$ cat config.mk
export PLATFORM = sky130hd
export DESIGN_NAME = sha0_message_digest
export DESIGN_NICKNAME = d
export VERILOG_FILES = /design/src/rtl/core/sha0_pkg.sv /design/src/rtl/core/sha0_ctrl.sv /design/src/rtl/core/sha0_sched.sv /design/src/rtl/core/sha0_round_unit.sv /design/src/rtl/core/sha0_message_digest.sv
export VERILOG_INCLUDE_DIRS = /design/src /design/src/rtl/core
export SDC_FILE = /design/constraint.sdc
export NUM_CORES = 2
export LEC_CHECK = 0
export BUFFER_PORTS_ARGS = -buffer_cell sky130_fd_sc_hd__buf_2
export CORE_MARGIN = 4
export CORE_UTILIZATION = 40
export DETAILED_ROUTE_END_ITERATION = 10
export PLACE_DENSITY = 0.59
export SLEW_MARGIN = 30
export SYNTH_ARGS = -nofsm -noshare
export SYNTH_HDL_FRONTEND = slang
export SYNTH_SLANG_ARGS = --single-unit
$ cat constraint.sdc
create_clock -name clk_i -period 16.1 [get_ports clk_i]
set_input_delay 0.805 -clock clk_i [delete_from_list [all_inputs] [get_ports clk_i]]
set_output_delay 0.805 -clock clk_i [all_outputs]
set_load 0.005 [all_outputs]
$ cat src/rtl/core/sha0_message_digest_defines.svh
// Assertion macros used by the SHA-0 digest sequencer.
`ifndef SHA0_MESSAGE_DIGEST_DEFINES_SVH
`define SHA0_MESSAGE_DIGEST_DEFINES_SVH

// Checks a property on every rising clk_i edge outside reset.
`define SHA0_ASSERT(lbl, prop, msg) \
  lbl: assert property (@(posedge clk_i) disable iff (!rst_ni) (prop)) else $error(msg);

// Checks that a condition never holds.
`define SHA0_ASSERT_NEVER(lbl, cond, msg) \
  `SHA0_ASSERT(lbl, !(cond), msg)

`endif

$ cat src/rtl/core/sha0_pkg.sv
// Types, constants and the round function of the SHA-0 digest block.
package sha0_pkg;

  typedef enum logic [2:0] {
    ST_IDLE,
    ST_PAD,
    ST_INIT,
    ST_ROUND,
    ST_ADD,
    ST_LEN,
    ST_OUT
  } sha0_state_e;

  typedef struct packed {
    logic        wr_byte;
    logic        pad;
    logic        pad_len;
    logic        len_only;
    logic        load_wv;
    logic        round;
    logic        add;
    logic        out_shift;
    logic        load_iv;
    logic        early;
    logic [1:0]  stage;
    logic [5:0]  pos;
    logic [63:0] bit_len;
  } sha0_ctl_t;

  localparam logic [3:0][31:0] ROUND_K = {
    32'hCA62C1D6, 32'h8F1BBCDC, 32'h6ED9EBA1, 32'h5A827999
  };

  localparam logic [4:0][31:0] INIT_CHAIN = {
    32'hC3D2E1F0, 32'h10325476, 32'h98BADCFE, 32'hEFCDAB89, 32'h67452301
  };

  localparam logic [7:0] PAD_BYTE    = 8'h80;
  localparam logic [6:0] LAST_ROUND  = 7'd79;
  localparam logic [6:0] LAST_WORD   = 7'd4;
  localparam logic [5:0] LAST_POS    = 6'd63;
  localparam logic [5:0] LEN_POS     = 6'd56;

  localparam logic [1:0] STAGE_CH  = 2'd0;
  localparam logic [1:0] STAGE_P1  = 2'd1;
  localparam logic [1:0] STAGE_MAJ = 2'd2;
  localparam logic [1:0] STAGE_P2  = 2'd3;

  function automatic logic [31:0] round_f(logic [1:0] stage, logic [31:0] b,
                                          logic [31:0] c, logic [31:0] d);
    logic [31:0] f;
    case (stage)
      STAGE_CH:  f = (b & c) | (~b & d);
      STAGE_MAJ: f = (b & c) | (b & d) | (c & d);
      default:   f = b ^ c ^ d;
    endcase
    return f;
  endfunction

endpackage

$ cat src/rtl/core/sha0_ctrl.sv
// Sequencer of the SHA-0 digest block: byte count, rounds and digest output.
`include "sha0_message_digest_defines.svh"

module sha0_ctrl (
  input  logic              clk_i,
  input  logic              rst_ni,
  input  logic              in_valid_i,
  output logic              in_ready_o,
  input  logic              mode_i,
  output logic              out_valid_o,
  input  logic              out_ready_i,
  output sha0_pkg::sha0_ctl_t ctl_o,
  output logic [2:0]        word_index_o,
  output logic              last_word_o
);
  import sha0_pkg::*;

  sha0_state_e state_q, state_d;
  logic [6:0]  cnt_q, cnt_d;
  logic [60:0] count_q, count_d;
  logic        fin_q, fin_d;
  logic        lenp_q, lenp_d;
  logic [5:0]  pos;
  logic        in_acc;

  assign pos    = count_q[5:0];
  assign in_acc = in_valid_i && (state_q == ST_IDLE);

  always_comb begin
    state_d = state_q;
    cnt_d   = cnt_q;
    count_d = count_q;
    fin_d   = fin_q;
    lenp_d  = lenp_q;
    unique case (state_q)
      ST_IDLE: begin
        if (in_acc) begin
          if (mode_i) begin
            fin_d   = 1'b1;
            state_d = ST_PAD;
          end else begin
            count_d = count_q + 61'd1;
            if (pos == LAST_POS) begin
              state_d = ST_INIT;
            end
          end
        end
      end
      ST_PAD: begin
        lenp_d  = (pos >= LEN_POS);
        state_d = ST_INIT;
      end
      ST_INIT: begin
        cnt_d   = '0;
        state_d = ST_ROUND;
      end
      ST_ROUND: begin
        if (cnt_q == LAST_ROUND) begin
          cnt_d   = '0;
          state_d = ST_ADD;
        end else begin
          cnt_d = cnt_q + 7'd1;
        end
      end
      ST_ADD: begin
        if (cnt_q == LAST_WORD) begin
          cnt_d = '0;
          if (!fin_q) begin
            state_d = ST_IDLE;
          end else if (lenp_q) begin
            lenp_d  = 1'b0;
            state_d = ST_LEN;
          end else begin
            state_d = ST_OUT;
          end
        end else begin
          cnt_d = cnt_q + 7'd1;
        end
      end
      ST_LEN: begin
        state_d = ST_INIT;
      end
      ST_OUT: begin
        if (out_ready_i) begin
          if (cnt_q == LAST_WORD) begin
            cnt_d   = '0;
            count_d = '0;
            fin_d   = 1'b0;
            state_d = ST_IDLE;
          end else begin
            cnt_d = cnt_q + 7'd1;
          end
        end
      end
      default: state_d = ST_IDLE;
    endcase
  end

  always_comb begin
    in_ready_o      = (state_q == ST_IDLE);
    out_valid_o     = (state_q == ST_OUT);
    word_index_o    = cnt_q[2:0];
    last_word_o     = (cnt_q == LAST_WORD);
    ctl_o           = '0;
    ctl_o.pos       = pos;
    ctl_o.bit_len   = {count_q, 3'b000};
    ctl_o.early     = (cnt_q < 7'd16);
    if (cnt_q < 7'd20) begin
      ctl_o.stage = STAGE_CH;
    end else if (cnt_q < 7'd40) begin
      ctl_o.stage = STAGE_P1;
    end else if (cnt_q < 7'd60) begin
      ctl_o.stage = STAGE_MAJ;
    end else begin
      ctl_o.stage = STAGE_P2;
    end
    unique case (state_q)
      ST_IDLE:  ctl_o.wr_byte = in_valid_i && !mode_i;
      ST_PAD: begin
        ctl_o.pad     = 1'b1;
        ctl_o.pad_len = (pos < LEN_POS);
      end
      ST_INIT:  ctl_o.load_wv  = 1'b1;
      ST_ROUND: ctl_o.round    = 1'b1;
      ST_ADD:   ctl_o.add      = 1'b1;
      ST_LEN:   ctl_o.len_only = 1'b1;
      ST_OUT: begin
        ctl_o.out_shift = out_ready_i;
        ctl_o.load_iv   = out_ready_i && (cnt_q == LAST_WORD);
      end
      default: ;
    endcase
  end

  always_ff @(posedge clk_i or negedge rst_ni) begin
    if (!rst_ni) begin
      state_q <= ST_IDLE;
      cnt_q   <= '0;
      count_q <= '0;
      fin_q   <= 1'b0;
      lenp_q  <= 1'b0;
    end else begin
      state_q <= state_d;
      cnt_q   <= cnt_d;
      count_q <= count_d;
      fin_q   <= fin_d;
      lenp_q  <= lenp_d;
    end
  end

  `SHA0_ASSERT_NEVER(a_ready_and_valid, in_ready_o && out_valid_o, "ready during output")
  `SHA0_ASSERT(a_end_to_pad, in_valid_i && in_ready_o && mode_i |=> state_q == ST_PAD,
    "end mark did not start padding")
  `SHA0_ASSERT_NEVER(a_round_range, state_q == ST_ROUND && cnt_q > LAST_ROUND,
    "round count out of range")
  `SHA0_ASSERT_NEVER(a_out_index, state_q == ST_OUT && cnt_q > LAST_WORD,
    "word index out of range")

endmodule

$ cat src/rtl/core/sha0_sched.sv
// Message block register of the SHA-0 digest block: byte gather, padding, schedule.
module sha0_sched (
  input  logic                clk_i,
  input  logic                rst_ni,
  input  sha0_pkg::sha0_ctl_t ctl_i,
  input  logic [7:0]          message_byte_i,
  output logic [31:0]         w_o
);
  import sha0_pkg::*;

  logic [15:0][31:0] w_q, w_d;
  logic [31:0]       w_new;

  assign w_new = ctl_i.early ? w_q[0] : (w_q[13] ^ w_q[8] ^ w_q[2] ^ w_q[0]);
  assign w_o   = w_new;

  always_comb begin
    logic [5:0] bi;
    w_d = w_q;
    for (int j = 0; j < 16; j++) begin
      for (int k = 0; k < 4; k++) begin
        bi = 6'(j * 4 + k);
        if (ctl_i.wr_byte && bi == ctl_i.pos) begin
          w_d[j][(3 - k) * 8 +: 8] = message_byte_i;
        end
        if (ctl_i.pad) begin
          if (bi == ctl_i.pos) begin
            w_d[j][(3 - k) * 8 +: 8] = PAD_BYTE;
          end else if (bi > ctl_i.pos) begin
            w_d[j][(3 - k) * 8 +: 8] = 8'h00;
          end
        end
      end
    end
    if (ctl_i.len_only) begin
      w_d = '0;
    end
    if (ctl_i.len_only || ctl_i.pad_len) begin
      w_d[14] = ctl_i.bit_len[63:32];
      w_d[15] = ctl_i.bit_len[31:0];
    end
    if (ctl_i.round) begin
      for (int j = 0; j < 15; j++) begin
        w_d[j] = w_q[j + 1];
      end
      w_d[15] = w_new;
    end
  end

  always_ff @(posedge clk_i or negedge rst_ni) begin
    if (!rst_ni) begin
      w_q <= '0;
    end else begin
      w_q <= w_d;
    end
  end

endmodule

$ cat src/rtl/core/sha0_round_unit.sv
// Working variables, chaining value and the shared adder of the SHA-0 digest block.
module sha0_round_unit (
  input  logic                clk_i,
  input  logic                rst_ni,
  input  sha0_pkg::sha0_ctl_t ctl_i,
  input  logic [31:0]         w_i,
  output logic [31:0]         digest_word_o
);
  import sha0_pkg::*;

  logic [4:0][31:0] wv_q, wv_d;
  logic [4:0][31:0] chain_q, chain_d;
  logic [31:0]      op0, op1, op2, op3, op4, sum;

  always_comb begin
    if (ctl_i.add) begin
      op0 = chain_q[0];
      op1 = wv_q[0];
      op2 = '0;
      op3 = '0;
      op4 = '0;
    end else begin
      op0 = {wv_q[0][26:0], wv_q[0][31:27]};
      op1 = round_f(ctl_i.stage, wv_q[1], wv_q[2], wv_q[3]);
      op2 = wv_q[4];
      op3 = ROUND_K[ctl_i.stage];
      op4 = w_i;
    end
    sum = op0 + op1 + op2 + op3 + op4;
  end

  always_comb begin
    wv_d    = wv_q;
    chain_d = chain_q;
    if (ctl_i.load_wv) begin
      wv_d = chain_q;
    end
    if (ctl_i.round) begin
      wv_d[4] = wv_q[3];
      wv_d[3] = wv_q[2];
      wv_d[2] = {wv_q[1][1:0], wv_q[1][31:2]};
      wv_d[1] = wv_q[0];
      wv_d[0] = sum;
    end
    if (ctl_i.add) begin
      for (int i = 0; i < 4; i++) begin
        chain_d[i] = chain_q[i + 1];
        wv_d[i]    = wv_q[i + 1];
      end
      chain_d[4] = sum;
      wv_d[4]    = wv_q[0];
    end
    if (ctl_i.out_shift) begin
      for (int i = 0; i < 4; i++) begin
        chain_d[i] = chain_q[i + 1];
      end
      chain_d[4] = chain_q[0];
    end
    if (ctl_i.load_iv) begin
      chain_d = INIT_CHAIN;
    end
  end

  always_ff @(posedge clk_i or negedge rst_ni) begin
    if (!rst_ni) begin
      chain_q <= INIT_CHAIN;
    end else begin
      chain_q <= chain_d;
    end
  end

  always_ff @(posedge clk_i) begin
    wv_q <= wv_d;
  end

  assign digest_word_o = chain_q[0];

endmodule

$ cat src/rtl/core/sha0_message_digest.sv
// Top level of the SHA-0 digest block.
//
//   Channel  Direction  Handshake                  Word
//   in       input      in_valid_i / in_ready_o    mode_i, message_byte_i
//   out      output     out_valid_o / out_ready_i  digest_word_o, word_index_o, last_word_o
//
// An appended byte is stored as it is accepted; the 64th byte of a block then starts
// a compression (one load, 80 rounds through the single round adder, five chaining adds).
// An end mark takes one padding step plus one block, or two blocks and one length
// step when fewer than nine bytes remain, then five output words at one per accepted cycle.
// Reset clears the sequencer and loads the initial chaining value; no clearing pass.
// A stalled output holds the sequencer; no input is taken while output is pending.
module sha0_message_digest (
  input  logic        clk_i,
  input  logic        rst_ni,
  input  logic        in_valid_i,
  output logic        in_ready_o,
  input  logic        mode_i,
  input  logic [7:0]  message_byte_i,
  output logic        out_valid_o,
  input  logic        out_ready_i,
  output logic [31:0] digest_word_o,
  output logic [2:0]  word_index_o,
  output logic        last_word_o
);
  import sha0_pkg::*;

  sha0_ctl_t   ctl;
  logic [31:0] w;

  sha0_ctrl u_ctrl (
    .clk_i        (clk_i),
    .rst_ni       (rst_ni),
    .in_valid_i   (in_valid_i),
    .in_ready_o   (in_ready_o),
    .mode_i       (mode_i),
    .out_valid_o  (out_valid_o),
    .out_ready_i  (out_ready_i),
    .ctl_o        (ctl),
    .word_index_o (word_index_o),
    .last_word_o  (last_word_o)
  );

  sha0_sched u_sched (
    .clk_i          (clk_i),
    .rst_ni         (rst_ni),
    .ctl_i          (ctl),
    .message_byte_i (message_byte_i),
    .w_o            (w)
  );

  sha0_round_unit u_round (
    .clk_i         (clk_i),
    .rst_ni        (rst_ni),
    .ctl_i         (ctl),
    .w_i           (w),
    .digest_word_o (digest_word_o)
  );

endmodule

==> results.cfg <==
[placement]
placed_cells = 6968
hpwlAfterDp_mm = 108.9
io_buffers = 50
gp_congestion = 0.9142
post-place-ws_ns = 8.724

[final_layout]
nFillCells = 12280
syn_to_final_growth_pct = 9.824
layout-drive-gt1-share = 0.07678
stdcell_count = 7167
layout.nets = 5601

[critical_path]
startpoint_type = register
critPathArrivalTime_ns = 8.19
end_kind = register
crit_fanout = 50
crit_type = register to register
crit_required_ns = 16.71

[floorplanning]
core_um2 = 126200
die_area_um2 = 133400
io_pins = 51
start_util = 0.4045
die_width_um = 365.3
die_y_um = 365.3
rows = 130

[grt]
grt_pass1_vias = 40710
grt_usage = 0.2466
grt_first_pass_wirelength_mm = 255.9
grt.overflow.total = 0
grt_max_degree = 166
antenna_found_initial = 12

[yosys]
ys.flop_type = dfrtp_1
synth_top_area_cell = dfrtp_1
synth_fa_ha_area_frac = 0.05729
netlist_instances = 5579
syn-num-nets = 5753
ys_ff_latch = 905
ys.warnings.count = 0
synthMuxAreaShare = 0.09743
synth_compound_area_frac = 0.1448
synth_top_area_frac = 0.3259
synth-simple-area-share = 0.1595
ys_seq_area_frac = 0.4612
synth_cell_type_count = 81
syn_area_um2 = 51060
synth_top_family_by_area = simple AND/OR/NAND/NOR gates
avgSynthCellArea_um2 = 9.152
synthArstFlopShare = 0.8232
synth_enable_flop_cells = 160
synth_xor_area_frac = 0.03139
synthTopCellsByArea = dfrtp_1 (33%), edfxtp_1 (9.4%), mux2i_1 (9.2%), nand2_1 (8.4%), o21ai_0 (5.8%)

[timing]
slew_viol_final = 0
fin_worst_hold_slack_ns = 0.4592
tightest_slew_ns = 1.069
slew_headroom = 0.2822
timing.setup.tns_ns = 0
finClkSkew_ns = 0.04618
hold_violations = 0
fin_crit_ns = 7.578
fin_crit_sh = 0.4707
fmax_mhz = 132.0
rsz0062_at_grt = no
setup_viol_count_final = 0
worst_slack_ns = 8.522

[detailed_routing]
vias = 41630
ant_nets = 0
drt_iter0_markers = 4709
post_drt_wl_per_cell_um = 23.16
vias_per_cell = 5.808
wirelength_mm = 166.0
first_pass_iters = 6
drc = 0

[pwr]
switchingPower_mw = 4.552
ir_worst_vdd_v = 0.0003342
sw_frac_of_total = 0.4127
p_clk_frac = 0.215
seqPwrFrac = 0.293
intPower_mw = 6.478
power_density_nw_per_um2 = 196.7
combPwrFrac = 0.492
p_leak_nw = 27.42

[cts]
clkSlewWorstSetupHoldPaths_ns = 0.07
clock-root-buffer = clkbuf_16
htree_levels = 3
cts_sinks = 905
worstSkewPairLatency_ns = 0.74
cts_buffers = 103
cts_buffer_depth = 3
cts_tree = done
cts_resized = 0

[min_path]
min_path_type = register to register

[flow_run]
cap_violations = 0

[run_status]
status = complete, no violations
-- layer usage --
metal,wire [µm],global-route usage,part of all wire
met5,35,0,0.00021
met4,4664,0.07184,0.028
met3,13260,0.04719,0.080
met2,71590,0.3615,0.43
met1,76450,0.3700,0.46
-- sequential cells by signal, summed over array words and instances (netlist names) --
signal	flops
u_round.chain_q	128
u_round.digest_word_o	32
u_round.wv_q	160
u_ctrl.fin_q	1
u_ctrl.state_q	3
u_ctrl.lenp_q	1
u_sched.w_q	512
u_ctrl.count_q	61
u_ctrl.cnt_q	7
-- worst paths after layout --
path                       depth (start not counted)  slack, ns                       startpoint                          endpoint
setup / recovery                                  19       8.52    u_ctrl.state_q[1]$_DFFE_PN0P_  u_round.chain_q[156]$_DFFE_PN0P_
hold / removal                                     2       0.46  u_round.chain_q[39]$_DFFE_PN1P_   u_round.chain_q[39]$_DFFE_PN1P_
setup reg to reg                                  19       8.52    u_ctrl.state_q[1]$_DFFE_PN0P_  u_round.chain_q[156]$_DFFE_PN0P_
hold reg to reg                                    2       0.46  u_round.chain_q[39]$_DFFE_PN1P_   u_round.chain_q[39]$_DFFE_PN1P_
max in group asynchronous                          5      12.95                           rst_ni         u_sched.w_q[53]$_DFF_PN0_
min in group asynchronous                          2       0.58                           rst_ni        u_sched.w_q[265]$_DFF_PN0_
-- kinds of logic after synthesis --
| kind of cell | Yosys count |
|---|---|
| XOR/XNOR | 183 |
| flip-flops | 905 |
| adder cells (fa/ha/maj) | 162 |
| AND/OR/NAND/NOR | 1969 |
| multiplexers | 494 |
| buffers and inverters | 615 |
| AO/OA/AOI/OAI | 1251 |
-- metrics by stage --
step           total power [mW]  instance area, µm²  utilization
3_5_place_dp              8.568               52610       0.4168
5_1_grt                   11.88               56060       0.4441
3_3_place_gp              8.480               52470       0.4157
6_report                  11.03               56070       0.4443
2_1_floorplan             7.188               51060            -
4_1_cts                   10.98               55950       0.4432
-- worst max-delay path: stages, from the launching register on --
cell and delay [ns]:
dfrtp_1 0.74, clkinv_1 0.48, nand2_4 0.55, buf_4 0.58, nand2_1 0.23, o21ai_0 0.69, fa_1 0.56, fa_1 0.49
inv_1 0.05, fa_1 0.47, inv_1 0.04, ha_1 0.32, a21o_1 0.17, a21oi_1 0.42, o21ai_0 0.16, a21oi_1 0.58
nand2b_1 0.21, a311o_1 0.19, xnor2_1 0.09, a221o_1 0.35
-- cells in the mapped netlist (all sizes together), types with 5 or more instances --
cell type	instances
a211oi	10
a21o	36
a21oi	238
a221oi	57
a22o	20
a22oi	106
a31oi	12
a32o	5
a32oi	7
and2	38
and3	29
and4	6
buf	73
clkbuf	305
dfrtp	665
dfstp	80
edfxtp	160
fa	120
ha	41
inv	235
mux2	24
mux2i	470
nand2	1147
nand2b	20
nand3	157
nand4	13
nor2	454
nor2b	11
nor3	56
nor4	6
o211ai	23
o21a	5
o21ai	591
o21bai	8
o221ai	7
o22a	8
o22ai	75
o31ai	14
or2	15
or3	11
xnor2	89
xor2	94
-- cell usage in the layout (no fill, tap or decap), types with 11 or more instances in the layout --
cell type,synthesis,final
nor2_1,452,449
nand3_1,157,157
and2_1,37,37
a21o_1,36,36
xnor2_1,89,87
dfstp_2,80,80
xor2_1,94,94
inv_1,235,235
nand2b_1,20,20
a21oi_1,238,237
buf_2,11,42
dfrtp_1,665,665
a221oi_1,57,56
mux2i_1,470,470
and3_1,29,28
clkinv_2,0,16
a31oi_1,12,12
ha_1,41,41
nor2b_1,11,11
o22ai_1,75,75
clkbuf_8,0,16
mux2_2,24,24
nand4_1,12,12
o211ai_1,23,23
clkinv_1,2,12
nand2_1,1145,1139
o31ai_1,14,13
edfxtp_1,160,160
nor3_1,54,52
fa_1,120,120
buf_4,35,57
a22o_1,20,20
clkbuf_1,305,24
a22oi_1,106,106
o21ai_0,587,582
or2_2,11,11
clkbuf_16,0,105
-- power groups by stage --
stage	Clock [mW]	Combinational (mW)	Sequential, mW
finish	2.37	5.43	3.23
floorplan	0	4.07	3.12
detailed placement	0	5.32	3.25
global route	2.50	6.13	3.25
global placement	0	5.23	3.25
CTS	2.41	5.36	3.21
-- timing repair --
item / in CTS / in global routing
setup buffers: 0 / 0
endpoints found under the hold margin: 0 / 35
endpoints found under the setup margin: 0 / 0
hold buffers: 0 / 1
-- cell type report --
cell class	instances	area (µm²)	area share
sequential	905	23550	0.4199
clock inverter	42	400.4	0.007140
multi-input combinational	4059	25180	0.4491
timing repair buffer	121	1031	0.01839
tap	1650	2064	0.03682
clock buffer	145	2938	0.05239
inverter	237	889.6	0.01586
antenna	8	20.02	0.0003570
Note: power is estimated with default switching activity, not from simulation.
